**config.mk**
```make
export PLATFORM = sky130hd
export DESIGN_NAME = forest_fire_trial_engine_top_flat
export DESIGN_NICKNAME = d
export VERILOG_FILES = /design/src/rtl/ffte_pkg.sv /design/src/rtl/ffte_ifs.sv /design/src/rtl/ffte_grid_mem.sv /design/src/rtl/ffte_lfsr.sv /design/src/rtl/forest_fire_trial_engine_top.sv /design/src/flat_wrapper.sv
export SDC_FILE = /design/constraint.sdc
export NUM_CORES = 2
export LEC_CHECK = 0
export ABC_CLOCK_PERIOD_IN_PS = 114500
export BUFFER_PORTS_ARGS = -buffer_cell sky130_fd_sc_hd__buf_4
export CAP_MARGIN = 0
export CORE_UTILIZATION = 60
export CTS_CLUSTER_DIAMETER = 30
export CTS_CLUSTER_SIZE = 10
export DETAILED_ROUTE_END_ITERATION = 10
export HOLD_SLACK_MARGIN = 0.08
export PLACE_DENSITY_LB_ADDON = 0.3
export SYNTH_ARGS = -nofsm -noshare
export SYNTH_HDL_FRONTEND = slang
export SYNTH_HIERARCHICAL = 1
export SYNTH_SLANG_ARGS = --single-unit
export TNS_END_PERCENT = 50
```
**constraint.sdc**
```tcl
create_clock -name clk -period 114.5 [get_ports clk]
set_input_delay 28.625 -clock clk [delete_from_list [all_inputs] [get_ports clk]]
set_output_delay 28.625 -clock clk [all_outputs]
set_load 0.005 [all_outputs]
```
**src/rtl/ffte_pkg.sv**
```systemverilog
// Package for the forest fire trial engine: field widths, cell and
// controller codes, register indexes and random generator constants.
// No dependencies.
`default_nettype none

package ffte_pkg;

  localparam int ROW_W      = 5;
  localparam int COL_W      = 5;
  localparam int GEN_W      = 11;
  localparam int BURNT_W    = 11;
  localparam int GS_W       = 6;
  localparam int THR_W      = 17;
  localparam int SEED_W     = 32;
  localparam int DRAW_W     = 16;
  localparam int CFG_IDX_W  = 2;
  localparam int CFG_DATA_W = 32;

  localparam logic [CFG_IDX_W-1:0] REG_GRID_SIZE        = 2'd0;
  localparam logic [CFG_IDX_W-1:0] REG_SPREAD_THRESHOLD = 2'd1;
  localparam logic [CFG_IDX_W-1:0] REG_RANDOM_SEED      = 2'd2;

  localparam logic [GS_W-1:0]   GS_RESET   = 6'd20;
  localparam logic [THR_W-1:0]  THR_RESET  = 17'd32768;
  localparam logic [THR_W-1:0]  THR_FULL   = 17'd65536;
  localparam logic [SEED_W-1:0] LFSR_RESET = 32'd1;
  localparam logic [SEED_W-1:0] LFSR_TAPS  = 32'h8020_0003;

  typedef enum logic [1:0] {
    CELL_UNBURNT    = 2'd0,
    CELL_SMOLDERING = 2'd1,
    CELL_BURNING    = 2'd2,
    CELL_BURNT      = 2'd3
  } cell_t;

  typedef enum logic [1:0] {
    DIR_N = 2'd0,
    DIR_S = 2'd1,
    DIR_W = 2'd2,
    DIR_E = 2'd3
  } dir_t;

  typedef enum logic [3:0] {
    ST_IDLE,
    ST_CLEAR,
    ST_P1,
    ST_P1_TAIL,
    ST_P2_RD,
    ST_P2_CHK,
    ST_P2_NB,
    ST_P2_NW,
    ST_GEN_END,
    ST_FIN
  } state_t;

  typedef struct packed {
    logic load;
    logic step;
  } lfsr_ctl_t;

endpackage

`default_nettype wire

```
**src/rtl/ffte_ifs.sv**
```systemverilog
// Valid/ready channel interfaces of the forest fire trial engine:
// start word in, result word out. Depends on ffte_pkg.
`default_nettype none

interface ffte_in_if;
  import ffte_pkg::*;
  logic             valid;
  logic             ready;
  logic [ROW_W-1:0] start_row;
  logic [COL_W-1:0] start_col;
  modport source (output valid, output start_row, output start_col, input ready);
  modport sink   (input valid, input start_row, input start_col, output ready);
endinterface

interface ffte_out_if;
  import ffte_pkg::*;
  logic               valid;
  logic               ready;
  logic [GEN_W-1:0]   generations;
  logic [BURNT_W-1:0] burnt_cells;
  modport source (output valid, output generations, output burnt_cells, input ready);
  modport sink   (input valid, input generations, input burnt_cells, output ready);
endinterface

`default_nettype wire

```
**src/rtl/ffte_grid_mem.sv**
```systemverilog
// Cell grid store: one write port, one read port, registered read data.
// Depends on ffte_pkg.
`default_nettype none

module ffte_grid_mem #(
  parameter int DEPTH = 1024,
  parameter int AW    = 10
) (
  input  logic              clk,
  input  logic              we,
  input  logic [AW-1:0]     waddr,
  input  ffte_pkg::cell_t   wdata,
  input  logic              re,
  input  logic [AW-1:0]     raddr,
  output ffte_pkg::cell_t   rdata
);
  import ffte_pkg::*;

  cell_t mem [DEPTH];

  always_ff @(posedge clk) begin
    if (we) begin
      mem[waddr] <= wdata;
    end
  end

  always_ff @(posedge clk) begin
    if (re) begin
      rdata <= mem[raddr];
    end
  end

endmodule

`default_nettype wire

```
**src/rtl/ffte_lfsr.sv**
```systemverilog
// 32-bit right-shifting Galois LFSR; the draw is the top half of the
// advanced value. Depends on ffte_pkg.
`default_nettype none

module ffte_lfsr (
  input  logic                          clk,
  input  logic                          rst_n,
  input  ffte_pkg::lfsr_ctl_t           ctl,
  input  logic [ffte_pkg::SEED_W-1:0]   seed,
  output logic [ffte_pkg::DRAW_W-1:0]   draw
);
  import ffte_pkg::*;

  logic [SEED_W-1:0] lfsr_r;
  logic [SEED_W-1:0] lfsr_nxt;
  logic [SEED_W-1:0] stepped;

  assign stepped = {1'b0, lfsr_r[SEED_W-1:1]} ^ (lfsr_r[0] ? LFSR_TAPS : '0);
  assign draw    = stepped[SEED_W-1:SEED_W-DRAW_W];

  always_comb begin
    lfsr_nxt = lfsr_r;
    if (ctl.load) begin
      // zero would lock the register
      lfsr_nxt = (seed == '0) ? LFSR_RESET : seed;
    end else if (ctl.step) begin
      lfsr_nxt = stepped;
    end
  end

  always_ff @(posedge clk) begin
    if (!rst_n) begin
      lfsr_r <= LFSR_RESET;
    end else begin
      lfsr_r <= lfsr_nxt;
    end
  end

endmodule

`default_nettype wire

```
**src/rtl/forest_fire_trial_engine_top.sv**
```systemverilog
// Forest fire trial engine, top level: sequencer, configuration registers
// and result register. Depends on ffte_pkg, ffte_ifs, ffte_grid_mem, ffte_lfsr.
//
//   channel   dir  word                          handshake
//   in_word   in   start_row, start_col          valid/ready
//   out_word  out  generations, burnt_cells      valid/ready
//   cfg_*     in   cfg_index, cfg_data           cfg_we, no wait
//
// One trial at a time. With n the used side, a trial first clears the
// n*n grid cells, then per generation runs the aging sweep, the spread
// sweep and a step to close it; for each burning cell the spread sweep
// steps through every direction, visits each in-grid neighbor and then
// resumes. Finally the result is registered. The single grid memory port
// pair sets these steps. A start cell outside the grid skips the sweeps
// and registers zeros once the result register is free. Each trial clears
// its own cells, so reset needs no clearing pass. The next start word is
// taken as soon as a result is registered; a stalled result only holds
// back the end of the following trial.
`default_nettype none

module forest_fire_trial_engine_top #(
  parameter int GRID_MAX = 32
) (
  input  logic                              clk,
  input  logic                              rst_n,
  ffte_in_if.sink                           in_word,
  ffte_out_if.source                        out_word,
  input  logic                              cfg_we,
  input  logic [ffte_pkg::CFG_IDX_W-1:0]    cfg_index,
  input  logic [ffte_pkg::CFG_DATA_W-1:0]   cfg_data
);
  import ffte_pkg::*;

  localparam int DEPTH = GRID_MAX * GRID_MAX;
  localparam int AW    = $clog2(DEPTH);
  localparam int CW    = $clog2(GRID_MAX);
  localparam int NW    = $clog2(GRID_MAX + 1);

  function automatic cell_t age_cell(cell_t c);
    cell_t res;
    res = c;
    case (c)
      CELL_BURNING:    res = CELL_BURNT;
      CELL_SMOLDERING: res = CELL_BURNING;
      default:         res = c;
    endcase
    return res;
  endfunction

  // registers
  state_t             state_r, state_nxt;
  logic [GS_W-1:0]    gs_r, gs_nxt;
  logic [THR_W-1:0]   thr_r, thr_nxt;
  logic [NW-1:0]      n_r, n_nxt;
  logic [CW-1:0]      sr_r, sr_nxt;
  logic [CW-1:0]      sc_r, sc_nxt;
  logic [AW-1:0]      k_r, k_nxt;
  logic [CW-1:0]      r_r, r_nxt;
  logic [CW-1:0]      c_r, c_nxt;
  dir_t               dir_r, dir_nxt;
  logic               spread_r, spread_nxt;
  logic               pend_r, pend_nxt;
  logic [AW-1:0]      pend_addr_r, pend_addr_nxt;
  logic [AW-1:0]      nb_addr_r, nb_addr_nxt;
  logic               smold_seen_r, smold_seen_nxt;
  logic               spread_seen_r, spread_seen_nxt;
  logic [GEN_W-1:0]   gens_r, gens_nxt;
  logic [BURNT_W-1:0] burnt_r, burnt_nxt;
  logic               out_valid_r, out_valid_nxt;
  logic [GEN_W-1:0]   out_gen_r, out_gen_nxt;
  logic [BURNT_W-1:0] out_burnt_r, out_burnt_nxt;

  // combinational
  cell_t              rdata;
  logic [DRAW_W-1:0]  draw;
  lfsr_ctl_t          lfsr_ctl;
  logic               mem_we, mem_re;
  logic [AW-1:0]      mem_waddr, mem_raddr;
  cell_t              mem_wdata;
  logic [NW-1:0]      used_n;
  logic [NW-1:0]      n_m1;
  logic               start_ok;
  logic               in_acc, out_acc, fin_go;
  logic               r_top, r_bot, c_lft, c_rgt, last_cell;
  logic [AW-1:0]      k_adv;
  logic [CW-1:0]      r_adv, c_adv;
  logic               nb_in;
  logic [AW-1:0]      nb_addr;
  logic [THR_W-1:0]   thr_eff;
  logic               nb_spread_wr;

  assign in_acc  = in_word.valid && in_word.ready;
  assign out_acc = out_valid_r && out_word.ready;
  assign fin_go  = !out_valid_r || out_word.ready;

  // clamp the used side to 2..GRID_MAX
  assign used_n = NW'((gs_r < 6'd2) ? 2 :
                      ((int'(gs_r) > GRID_MAX) ? GRID_MAX : int'(gs_r)));
  assign start_ok = (int'(in_word.start_row) < int'(used_n)) &&
                    (int'(in_word.start_col) < int'(used_n));

  assign thr_eff = (thr_r > THR_FULL) ? THR_FULL : thr_r;

  // sweep position
  assign n_m1      = NW'(n_r - 1'b1);
  assign r_top     = (r_r == '0);
  assign c_lft     = (c_r == '0);
  assign r_bot     = (NW'(r_r) == n_m1);
  assign c_rgt     = (NW'(c_r) == n_m1);
  assign last_cell = r_bot && c_rgt;
  assign c_adv     = c_rgt ? '0 : CW'(c_r + 1'b1);
  assign r_adv     = c_rgt ? (r_bot ? '0 : CW'(r_r + 1'b1)) : r_r;
  assign k_adv     = last_cell ? '0 : AW'(k_r + 1'b1);

  // neighbor of the current burning cell
  always_comb begin
    nb_in   = 1'b0;
    nb_addr = k_r;
    case (dir_r)
      DIR_N: begin
        nb_in   = !r_top;
        nb_addr = AW'(k_r - AW'(n_r));
      end
      DIR_S: begin
        nb_in   = !r_bot;
        nb_addr = AW'(k_r + AW'(n_r));
      end
      DIR_W: begin
        nb_in   = !c_lft;
        nb_addr = AW'(k_r - 1'b1);
      end
      DIR_E: begin
        nb_in   = !c_rgt;
        nb_addr = AW'(k_r + 1'b1);
      end
      default: begin
        nb_in   = 1'b0;
        nb_addr = k_r;
      end
    endcase
  end

  assign nb_spread_wr = (state_r == ST_P2_NW) && spread_r && (rdata == CELL_UNBURNT);

  // next state
  always_comb begin
    state_nxt = state_r;
    case (state_r)
      ST_IDLE:    if (in_acc) state_nxt = start_ok ? ST_CLEAR : ST_FIN;
      ST_CLEAR:   if (last_cell) state_nxt = ST_P1;
      ST_P1:      if (last_cell) state_nxt = ST_P1_TAIL;
      ST_P1_TAIL: state_nxt = ST_P2_RD;
      ST_P2_RD:   state_nxt = ST_P2_CHK;
      ST_P2_CHK: begin
        if (rdata == CELL_BURNING) begin
          state_nxt = ST_P2_NB;
        end else if (last_cell) begin
          state_nxt = ST_GEN_END;
        end
      end
      ST_P2_NB: begin
        if (nb_in) begin
          state_nxt = ST_P2_NW;
        end else if (dir_r == DIR_E) begin
          state_nxt = last_cell ? ST_GEN_END : ST_P2_RD;
        end
      end
      ST_P2_NW: begin
        if (dir_r == DIR_E) begin
          state_nxt = last_cell ? ST_GEN_END : ST_P2_RD;
        end else begin
          state_nxt = ST_P2_NB;
        end
      end
      ST_GEN_END: state_nxt = (smold_seen_r || spread_seen_r) ? ST_P1 : ST_FIN;
      ST_FIN:     if (fin_go) state_nxt = ST_IDLE;
      default:    state_nxt = ST_IDLE;
    endcase
  end

  // memory, generator and handshake controls
  always_comb begin
    mem_we        = 1'b0;
    mem_waddr     = k_r;
    mem_wdata     = CELL_UNBURNT;
    mem_re        = 1'b0;
    mem_raddr     = k_r;
    lfsr_ctl.load = cfg_we && (cfg_index == REG_RANDOM_SEED);
    lfsr_ctl.step = 1'b0;
    in_word.ready = (state_r == ST_IDLE);
    // write back the aged cell read in the previous cycle
    if (pend_r) begin
      mem_we    = 1'b1;
      mem_waddr = pend_addr_r;
      mem_wdata = age_cell(rdata);
    end
    case (state_r)
      ST_CLEAR: begin
        mem_we    = 1'b1;
        mem_waddr = k_r;
        mem_wdata = (r_r == sr_r && c_r == sc_r) ? CELL_SMOLDERING : CELL_UNBURNT;
      end
      ST_P1: begin
        mem_re = 1'b1;
      end
      ST_P2_RD: begin
        mem_re = 1'b1;
      end
      ST_P2_CHK: begin
        if (rdata != CELL_BURNING && !last_cell) begin
          mem_re    = 1'b1;
          mem_raddr = AW'(k_r + 1'b1);
        end
      end
      ST_P2_NB: begin
        if (nb_in) begin
          lfsr_ctl.step = 1'b1;
          mem_re        = 1'b1;
          mem_raddr     = nb_addr;
        end
      end
      ST_P2_NW: begin
        if (nb_spread_wr) begin
          mem_we    = 1'b1;
          mem_waddr = nb_addr_r;
          mem_wdata = CELL_SMOLDERING;
        end
      end
      default: begin
      end
    endcase
  end

  // datapath next values
  always_comb begin
    gs_nxt          = gs_r;
    thr_nxt         = thr_r;
    n_nxt           = n_r;
    sr_nxt          = sr_r;
    sc_nxt          = sc_r;
    k_nxt           = k_r;
    r_nxt           = r_r;
    c_nxt           = c_r;
    dir_nxt         = dir_r;
    spread_nxt      = spread_r;
    pend_nxt        = (state_r == ST_P1);
    pend_addr_nxt   = k_r;
    nb_addr_nxt     = nb_addr_r;
    smold_seen_nxt  = smold_seen_r;
    spread_seen_nxt = spread_seen_r;
    gens_nxt        = gens_r;
    burnt_nxt       = burnt_r;
    out_valid_nxt   = out_valid_r;
    out_gen_nxt     = out_gen_r;
    out_burnt_nxt   = out_burnt_r;

    if (cfg_we && cfg_index == REG_GRID_SIZE) begin
      gs_nxt = cfg_data[GS_W-1:0];
    end
    if (cfg_we && cfg_index == REG_SPREAD_THRESHOLD) begin
      thr_nxt = cfg_data[THR_W-1:0];
    end

    if (out_acc) begin
      out_valid_nxt = 1'b0;
    end

    // tally the aging sweep as its read data returns
    if (pend_r) begin
      if (rdata == CELL_SMOLDERING) begin
        smold_seen_nxt = 1'b1;
      end
      if (rdata == CELL_BURNING) begin
        burnt_nxt = BURNT_W'(burnt_r + 1'b1);
      end
    end

    case (state_r)
      ST_IDLE: begin
        if (in_acc) begin
          n_nxt           = used_n;
          sr_nxt          = CW'(in_word.start_row);
          sc_nxt          = CW'(in_word.start_col);
          k_nxt           = '0;
          r_nxt           = '0;
          c_nxt           = '0;
          gens_nxt        = '0;
          burnt_nxt       = '0;
          smold_seen_nxt  = 1'b0;
          spread_seen_nxt = 1'b0;
        end
      end
      ST_CLEAR, ST_P1: begin
        k_nxt = k_adv;
        r_nxt = r_adv;
        c_nxt = c_adv;
      end
      ST_P2_CHK: begin
        if (rdata == CELL_BURNING) begin
          dir_nxt = DIR_N;
        end else begin
          k_nxt = k_adv;
          r_nxt = r_adv;
          c_nxt = c_adv;
        end
      end
      ST_P2_NB: begin
        if (nb_in) begin
          spread_nxt  = ({1'b0, draw} < thr_eff);
          nb_addr_nxt = nb_addr;
        end else if (dir_r == DIR_E) begin
          k_nxt = k_adv;
          r_nxt = r_adv;
          c_nxt = c_adv;
        end else begin
          dir_nxt = dir_t'(dir_r + 2'd1);
        end
      end
      ST_P2_NW: begin
        if (nb_spread_wr) begin
          spread_seen_nxt = 1'b1;
        end
        if (dir_r == DIR_E) begin
          k_nxt = k_adv;
          r_nxt = r_adv;
          c_nxt = c_adv;
        end else begin
          dir_nxt = dir_t'(dir_r + 2'd1);
        end
      end
      ST_GEN_END: begin
        gens_nxt        = GEN_W'(gens_r + 1'b1);
        smold_seen_nxt  = 1'b0;
        spread_seen_nxt = 1'b0;
      end
      ST_FIN: begin
        if (fin_go) begin
          out_valid_nxt = 1'b1;
          out_gen_nxt   = gens_r;
          out_burnt_nxt = burnt_r;
        end
      end
      default: begin
      end
    endcase
  end

  // control registers
  always_ff @(posedge clk) begin
    if (!rst_n) begin
      state_r     <= ST_IDLE;
      gs_r        <= GS_RESET;
      thr_r       <= THR_RESET;
      pend_r      <= 1'b0;
      out_valid_r <= 1'b0;
    end else begin
      state_r     <= state_nxt;
      gs_r        <= gs_nxt;
      thr_r       <= thr_nxt;
      pend_r      <= pend_nxt;
      out_valid_r <= out_valid_nxt;
    end
  end

  // payload and sweep registers
  always_ff @(posedge clk) begin
    n_r           <= n_nxt;
    sr_r          <= sr_nxt;
    sc_r          <= sc_nxt;
    k_r           <= k_nxt;
    r_r           <= r_nxt;
    c_r           <= c_nxt;
    dir_r         <= dir_nxt;
    spread_r      <= spread_nxt;
    pend_addr_r   <= pend_addr_nxt;
    nb_addr_r     <= nb_addr_nxt;
    smold_seen_r  <= smold_seen_nxt;
    spread_seen_r <= spread_seen_nxt;
    gens_r        <= gens_nxt;
    burnt_r       <= burnt_nxt;
    out_gen_r     <= out_gen_nxt;
    out_burnt_r   <= out_burnt_nxt;
  end

  assign out_word.valid       = out_valid_r;
  assign out_word.generations = out_gen_r;
  assign out_word.burnt_cells = out_burnt_r;

  ffte_grid_mem #(
    .DEPTH (DEPTH),
    .AW    (AW)
  ) u_grid (
    .clk   (clk),
    .we    (mem_we),
    .waddr (mem_waddr),
    .wdata (mem_wdata),
    .re    (mem_re),
    .raddr (mem_raddr),
    .rdata (rdata)
  );

  ffte_lfsr u_lfsr (
    .clk   (clk),
    .rst_n (rst_n),
    .ctl   (lfsr_ctl),
    .seed  (cfg_data[SEED_W-1:0]),
    .draw  (draw)
  );

endmodule

`default_nettype wire
```
**src/flat_wrapper.sv**
```systemverilog
// flat-port wrapper written by rule: the top's interface ports become plain ports
module forest_fire_trial_engine_top_flat import ffte_pkg::*;
#(
  parameter int GRID_MAX = 32
)
  (clk, rst_n, cfg_we, cfg_index, cfg_data, in_word_valid, in_word_start_row, in_word_start_col, in_word_ready, out_word_valid, out_word_generations, out_word_burnt_cells, out_word_ready);
  ffte_in_if in_word_i ();
  ffte_out_if out_word_i ();
  input  logic clk;
  input  logic rst_n;
  input  logic cfg_we;
  input  logic [ffte_pkg::CFG_IDX_W-1:0] cfg_index;
  input  logic [ffte_pkg::CFG_DATA_W-1:0] cfg_data;
  input wire logic [$bits(in_word_i.valid)-1:0] in_word_valid;
  input wire logic [$bits(in_word_i.start_row)-1:0] in_word_start_row;
  input wire logic [$bits(in_word_i.start_col)-1:0] in_word_start_col;
  output wire logic [$bits(in_word_i.ready)-1:0] in_word_ready;
  output wire logic [$bits(out_word_i.valid)-1:0] out_word_valid;
  output wire logic [$bits(out_word_i.generations)-1:0] out_word_generations;
  output wire logic [$bits(out_word_i.burnt_cells)-1:0] out_word_burnt_cells;
  input wire logic [$bits(out_word_i.ready)-1:0] out_word_ready;
  assign in_word_i.valid = in_word_valid;
  assign in_word_i.start_row = in_word_start_row;
  assign in_word_i.start_col = in_word_start_col;
  assign in_word_ready = in_word_i.ready;
  assign out_word_valid = out_word_i.valid;
  assign out_word_generations = out_word_i.generations;
  assign out_word_burnt_cells = out_word_i.burnt_cells;
  assign out_word_i.ready = out_word_ready;
  forest_fire_trial_engine_top #(.GRID_MAX(GRID_MAX)) u_core (.clk(clk), .rst_n(rst_n), .in_word(in_word_i), .out_word(out_word_i), .cfg_we(cfg_we), .cfg_index(cfg_index), .cfg_data(cfg_data));
endmodule
```
==> impl_metrics.json <==
{
  "viasPerCell": 6.777,
  "clkTransAtPathRegs_ns": 0.04,
  "grt_pass1_vias": 56820,
  "post_drt_wl_per_cell_um": 31.02,
  "power_density_nw_per_um2": 26.57,
  "h-tree-depth": 5,
  "slew_headroom_pct": 7.561,
  "clock-skew-final_ns": 0.06475,
  "finalMaxSlewViolations": 0,
  "rsz0062_at_grt": "no",
  "place.gp.congestion": 0.9556,
  "synth-async-reset-ratio_pct": 0,
  "cp_max_fo": 14,
  "synthesis.nets": 5875,
  "grt_first_pass_wirelength_um": 371800,
  "cp.arrival_ns": 32.27,
  "drc": 0,
  "seq_area_frac_synth_pct": 70.56,
  "die-area_um2": 156800,
  "final_cells": 8251,
  "cts_buffer_depth": 4,
  "die_w_um": 396.0,
  "initial_utilization_pct": 60.45,
  "drt-pass1-iter-count": 8,
  "synth_edf_count": 2133,
  "finalNetCount": 5986,
  "syn_area_um2": 93130,
  "pin_count": 73,
  "syn_avg_cell_area_um2": 16.13,
  "reg2reg_depth": 19,
  "placedCellCount": 7525,
  "cts_sinks": 2216,
  "slowest_delay_ns": 0.70,
  "placement_rows": 144,
  "hp-start": "u_core/burnt_r[10]",
  "dp_hpwl_um": 137400,
  "yosys.area_share.adder_pct": 0.6933,
  "fmax_ghz": 0.03158,
  "holdPathStages": 0,
  "hold_path_end": "u_core/out_word.burnt_cells[10]",
  "rrSetupSlack_ns": 105.60,
  "synth_mux_area_share_pct": 13.59,
  "setup_tns_ns": 0,
  "worstSetupPathType": "input pin to flip-flop",
  "cts_root_buf": "clkbuf_16",
  "peakVddDrop_mv": 0.02182,
  "synth-compound-area-share_pct": 4.076,
  "die_h_um": 396.0,
  "core_um2": 154000,
  "critPathBufInv": 1,
  "startpoint_type": "input pin",
  "ys.warnings.count": 6,
  "synth_top_family_by_area": "multiplexers",
  "finalSetupViolations": 0,
  "synth_seq_cells": 2216,
  "vias": 55920,
  "syn_inst": 5775,
  "end_kind": "flip-flop",
  "tightest_slew_ns": 1.384,
  "hold_viol": 0,
  "antenna_found_initial": 9,
  "cts_buffers": 403,
  "ant_nets": 0,
  "wl_um": 256000,
  "crit_family": "simple AND/OR/NAND/NOR gates",
  "synth_xor_area_share_pct": 0.5791,
  "grt_max_degree": 220,
  "synth_ff_type": "edfxtp_1",
  "synth_cell_types": 98,
  "cts-hold-fix-buffers": 0,
  "crit_chain": "buf_4, nand2b_1, nor2_1, a211oi_2, nor2_1, a221o_1, nand2b_1, a221oi_1, o21ai_0, or4b_1, nand4b_1, a31oi_1, o31ai_1, nand4_1",
  "drive_gt1_share_pct": 21.66,
  "clkLatencyLatePin_ns": 0.94,
  "portBuffers": 72,
  "overflow": 0,
  "finalCritPeriodShare_pct": 27.65,
  "leakagePower_nw": 35.90,
  "rr_startpoint": "u_core/dir_r[1]",
  "post-route-min-period_ns": 31.66,
  "cts_resized": 0,
  "fin_hold_ws_ns": 0.4620,
  "critPathRequiredTime_ns": 115.11,
  "grt_usage_pct": 32.70,
  "holdCritPathClass": "flip-flop to flip-flop",
  "status": "finished, final reports clean",
  "drtIter0Drc": 8162,
  "maxCapViolCount": 0,
  "post-cts-setup-buffers": 0,
  "worst_path_max_delay_cell": "a221o_1",
  "reg2reg_to": "u_core/u_grid/rdata[0]",
  "syn2layout_area_growth_pct": 16.60,
  "cts_tree": "yes",
  "post_synth_and_or_nand_nor_area_fraction_pct": 7.731
}
placed cells by master (no fill, tap or decap), types with 18 or more instances in the layout:
cell / Yosys / final
clkinv_4: 0 / 25
buf_4: 45 / 160
ha_1: 50 / 50
nand3_1: 63 / 39
mux2i_1: 243 / 243
nand2b_1: 19 / 18
mux4_2: 449 / 449
nor2_1: 1188 / 1186
nor3_1: 62 / 62
edfxtp_1: 2133 / 2133
inv_1: 47 / 46
clkinv_2: 0 / 66
xor2_1: 26 / 26
clkinv_1: 1 / 49
a21oi_1: 132 / 132
clkbuf_16: 0 / 411
dfxtp_1: 83 / 83
xnor2_1: 25 / 25
clkbuf_1: 271 / 39
nor2b_1: 27 / 21
nor4_1: 19 / 19
o22ai_1: 47 / 47
nand4_1: 21 / 21
o21ai_0: 64 / 62
a211oi_1: 18 / 18
inv_6: 0 / 23
a22oi_1: 47 / 47
clkinvlp_4: 0 / 46
nand2_1: 195 / 189
and3_1: 18 / 18
o221ai_1: 83 / 83
bufinv_16: 0 / 59
cell usage after synthesis (all sizes together), types with 10 or more instances:
library cell / n / area share [%]
edfxtp: 2133 / 69
nor2: 1189 / 4.8
mux4: 449 / 11
clkbuf: 271 / 1.1
mux2i: 243 / 2.6
nand2: 195 / 0.79
buf: 187 / 1.5
a21oi: 132 / 0.71
o221ai: 84 / 0.80
dfxtp: 83 / 1.8
o21ai: 66 / 0.35
nor3: 64 / 0.35
nand3: 63 / 0.34
ha: 50 / 0.67
inv: 48 / 0.19
a22oi: 47 / 0.38
o22ai: 47 / 0.32
nor2b: 27 / 0.18
xor2: 26 / 0.24
xnor2: 25 / 0.24
nand4: 22 / 0.16
nor4: 22 / 0.17
a211oi: 20 / 0.17
nand2b: 19 / 0.13
a21boi: 18 / 0.15
and3: 18 / 0.12
a221oi: 14 / 0.13
a22o: 13 / 0.12
nor3b: 13 / 0.10
or3: 13 / 0.098
a31oi: 12 / 0.081
and2: 12 / 0.081
o21a: 12 / 0.097
a222oi: 10 / 0.11
mux2: 10 / 0.12
layer usage:
layer	track usage (%)	share of wire [%]	wire, um	up-vias
met2	51.12	47	121200	4020
met4	18.47	6.1	15490	4
met5	0	0.018	46	-
met3	7.805	12	31380	856
met1	42.49	34	87830	28310
li1	-	-	-	22730
cells by family (layout without fill, tap and decap cells):
logic type / Yosys count / in the layout
xor+xnor: 55 / 55
flops: 2216 / 2216
compound gates: 542 / 542
buf+inv: 507 / 938
simple gates: 1702 / 1702
fa+ha+maj: 51 / 51
other cells: 0 / 1
mux: 702 / 702
worst max-delay path by stage:
stage                      start                      end  slack, ns  cells past startpoint
4_1_cts           out_word_ready   u_core/u_grid/rdata[1]      83.04                     14
6_report          out_word_ready   u_core/u_grid/rdata[1]      82.84                     14
3_5_place_dp      out_word_ready   u_core/u_grid/rdata[1]      82.10                     14
2_1_floorplan  u_core/state_r[3]  u_core/u_grid/mem[0][1]      44.45                      8
3_3_place_gp      out_word_ready   u_core/u_grid/rdata[1]      82.24                     14
5_1_grt           out_word_ready   u_core/u_grid/rdata[1]      82.75                     14
power breakdown:
group | internal (mW) | switching, mW
clock | 0.789 | 0.401
combinational | 0.263 | 0.485
sequential | 0.932 | 0.0159
total | 1.98 | 0.901
layout make-up:
| type | instances | area [um2] |
|---|---|---|
| antenna | 1 | 2.502 |
| clock buffer | 454 | 10490 |
| clock inverter | 271 | 3122 |
| fill | 9092 | 45460 |
| inverter | 49 | 187.7 |
| multi-input combinational | 3052 | 25240 |
| sequential | 2216 | 65710 |
| tap | 2044 | 2557 |
| timing repair buffer | 164 | 1281 |
stage by stage:
stage	instance area, um2	worst slack, ns	power, mW	util [%]
finish	108600	82.84	2.886	70.49
floorplan	93130	44.45	1.545	-
CTS	108600	83.04	2.877	70.49
global placement	94980	82.24	1.677	61.66
global route	108600	82.75	2.951	70.49
detailed placement	94980	82.10	1.684	61.66
flip-flops by register name (all words and copies together) (netlist names), 10 cells and up:
signal,count
u_core/nb_addr_r,10
u_core/gens_r,11
u_core/u_grid/mem,2048
u_core/thr_r,17
u_core/u_lfsr/lfsr_r,32
u_core/pend_addr_r,10
u_core/out_word.generations,11
u_core/k_r,10
u_core/burnt_r,11
u_core/out_word.burnt_cells,11
Note: power is estimated with default switching activity, not from simulation.
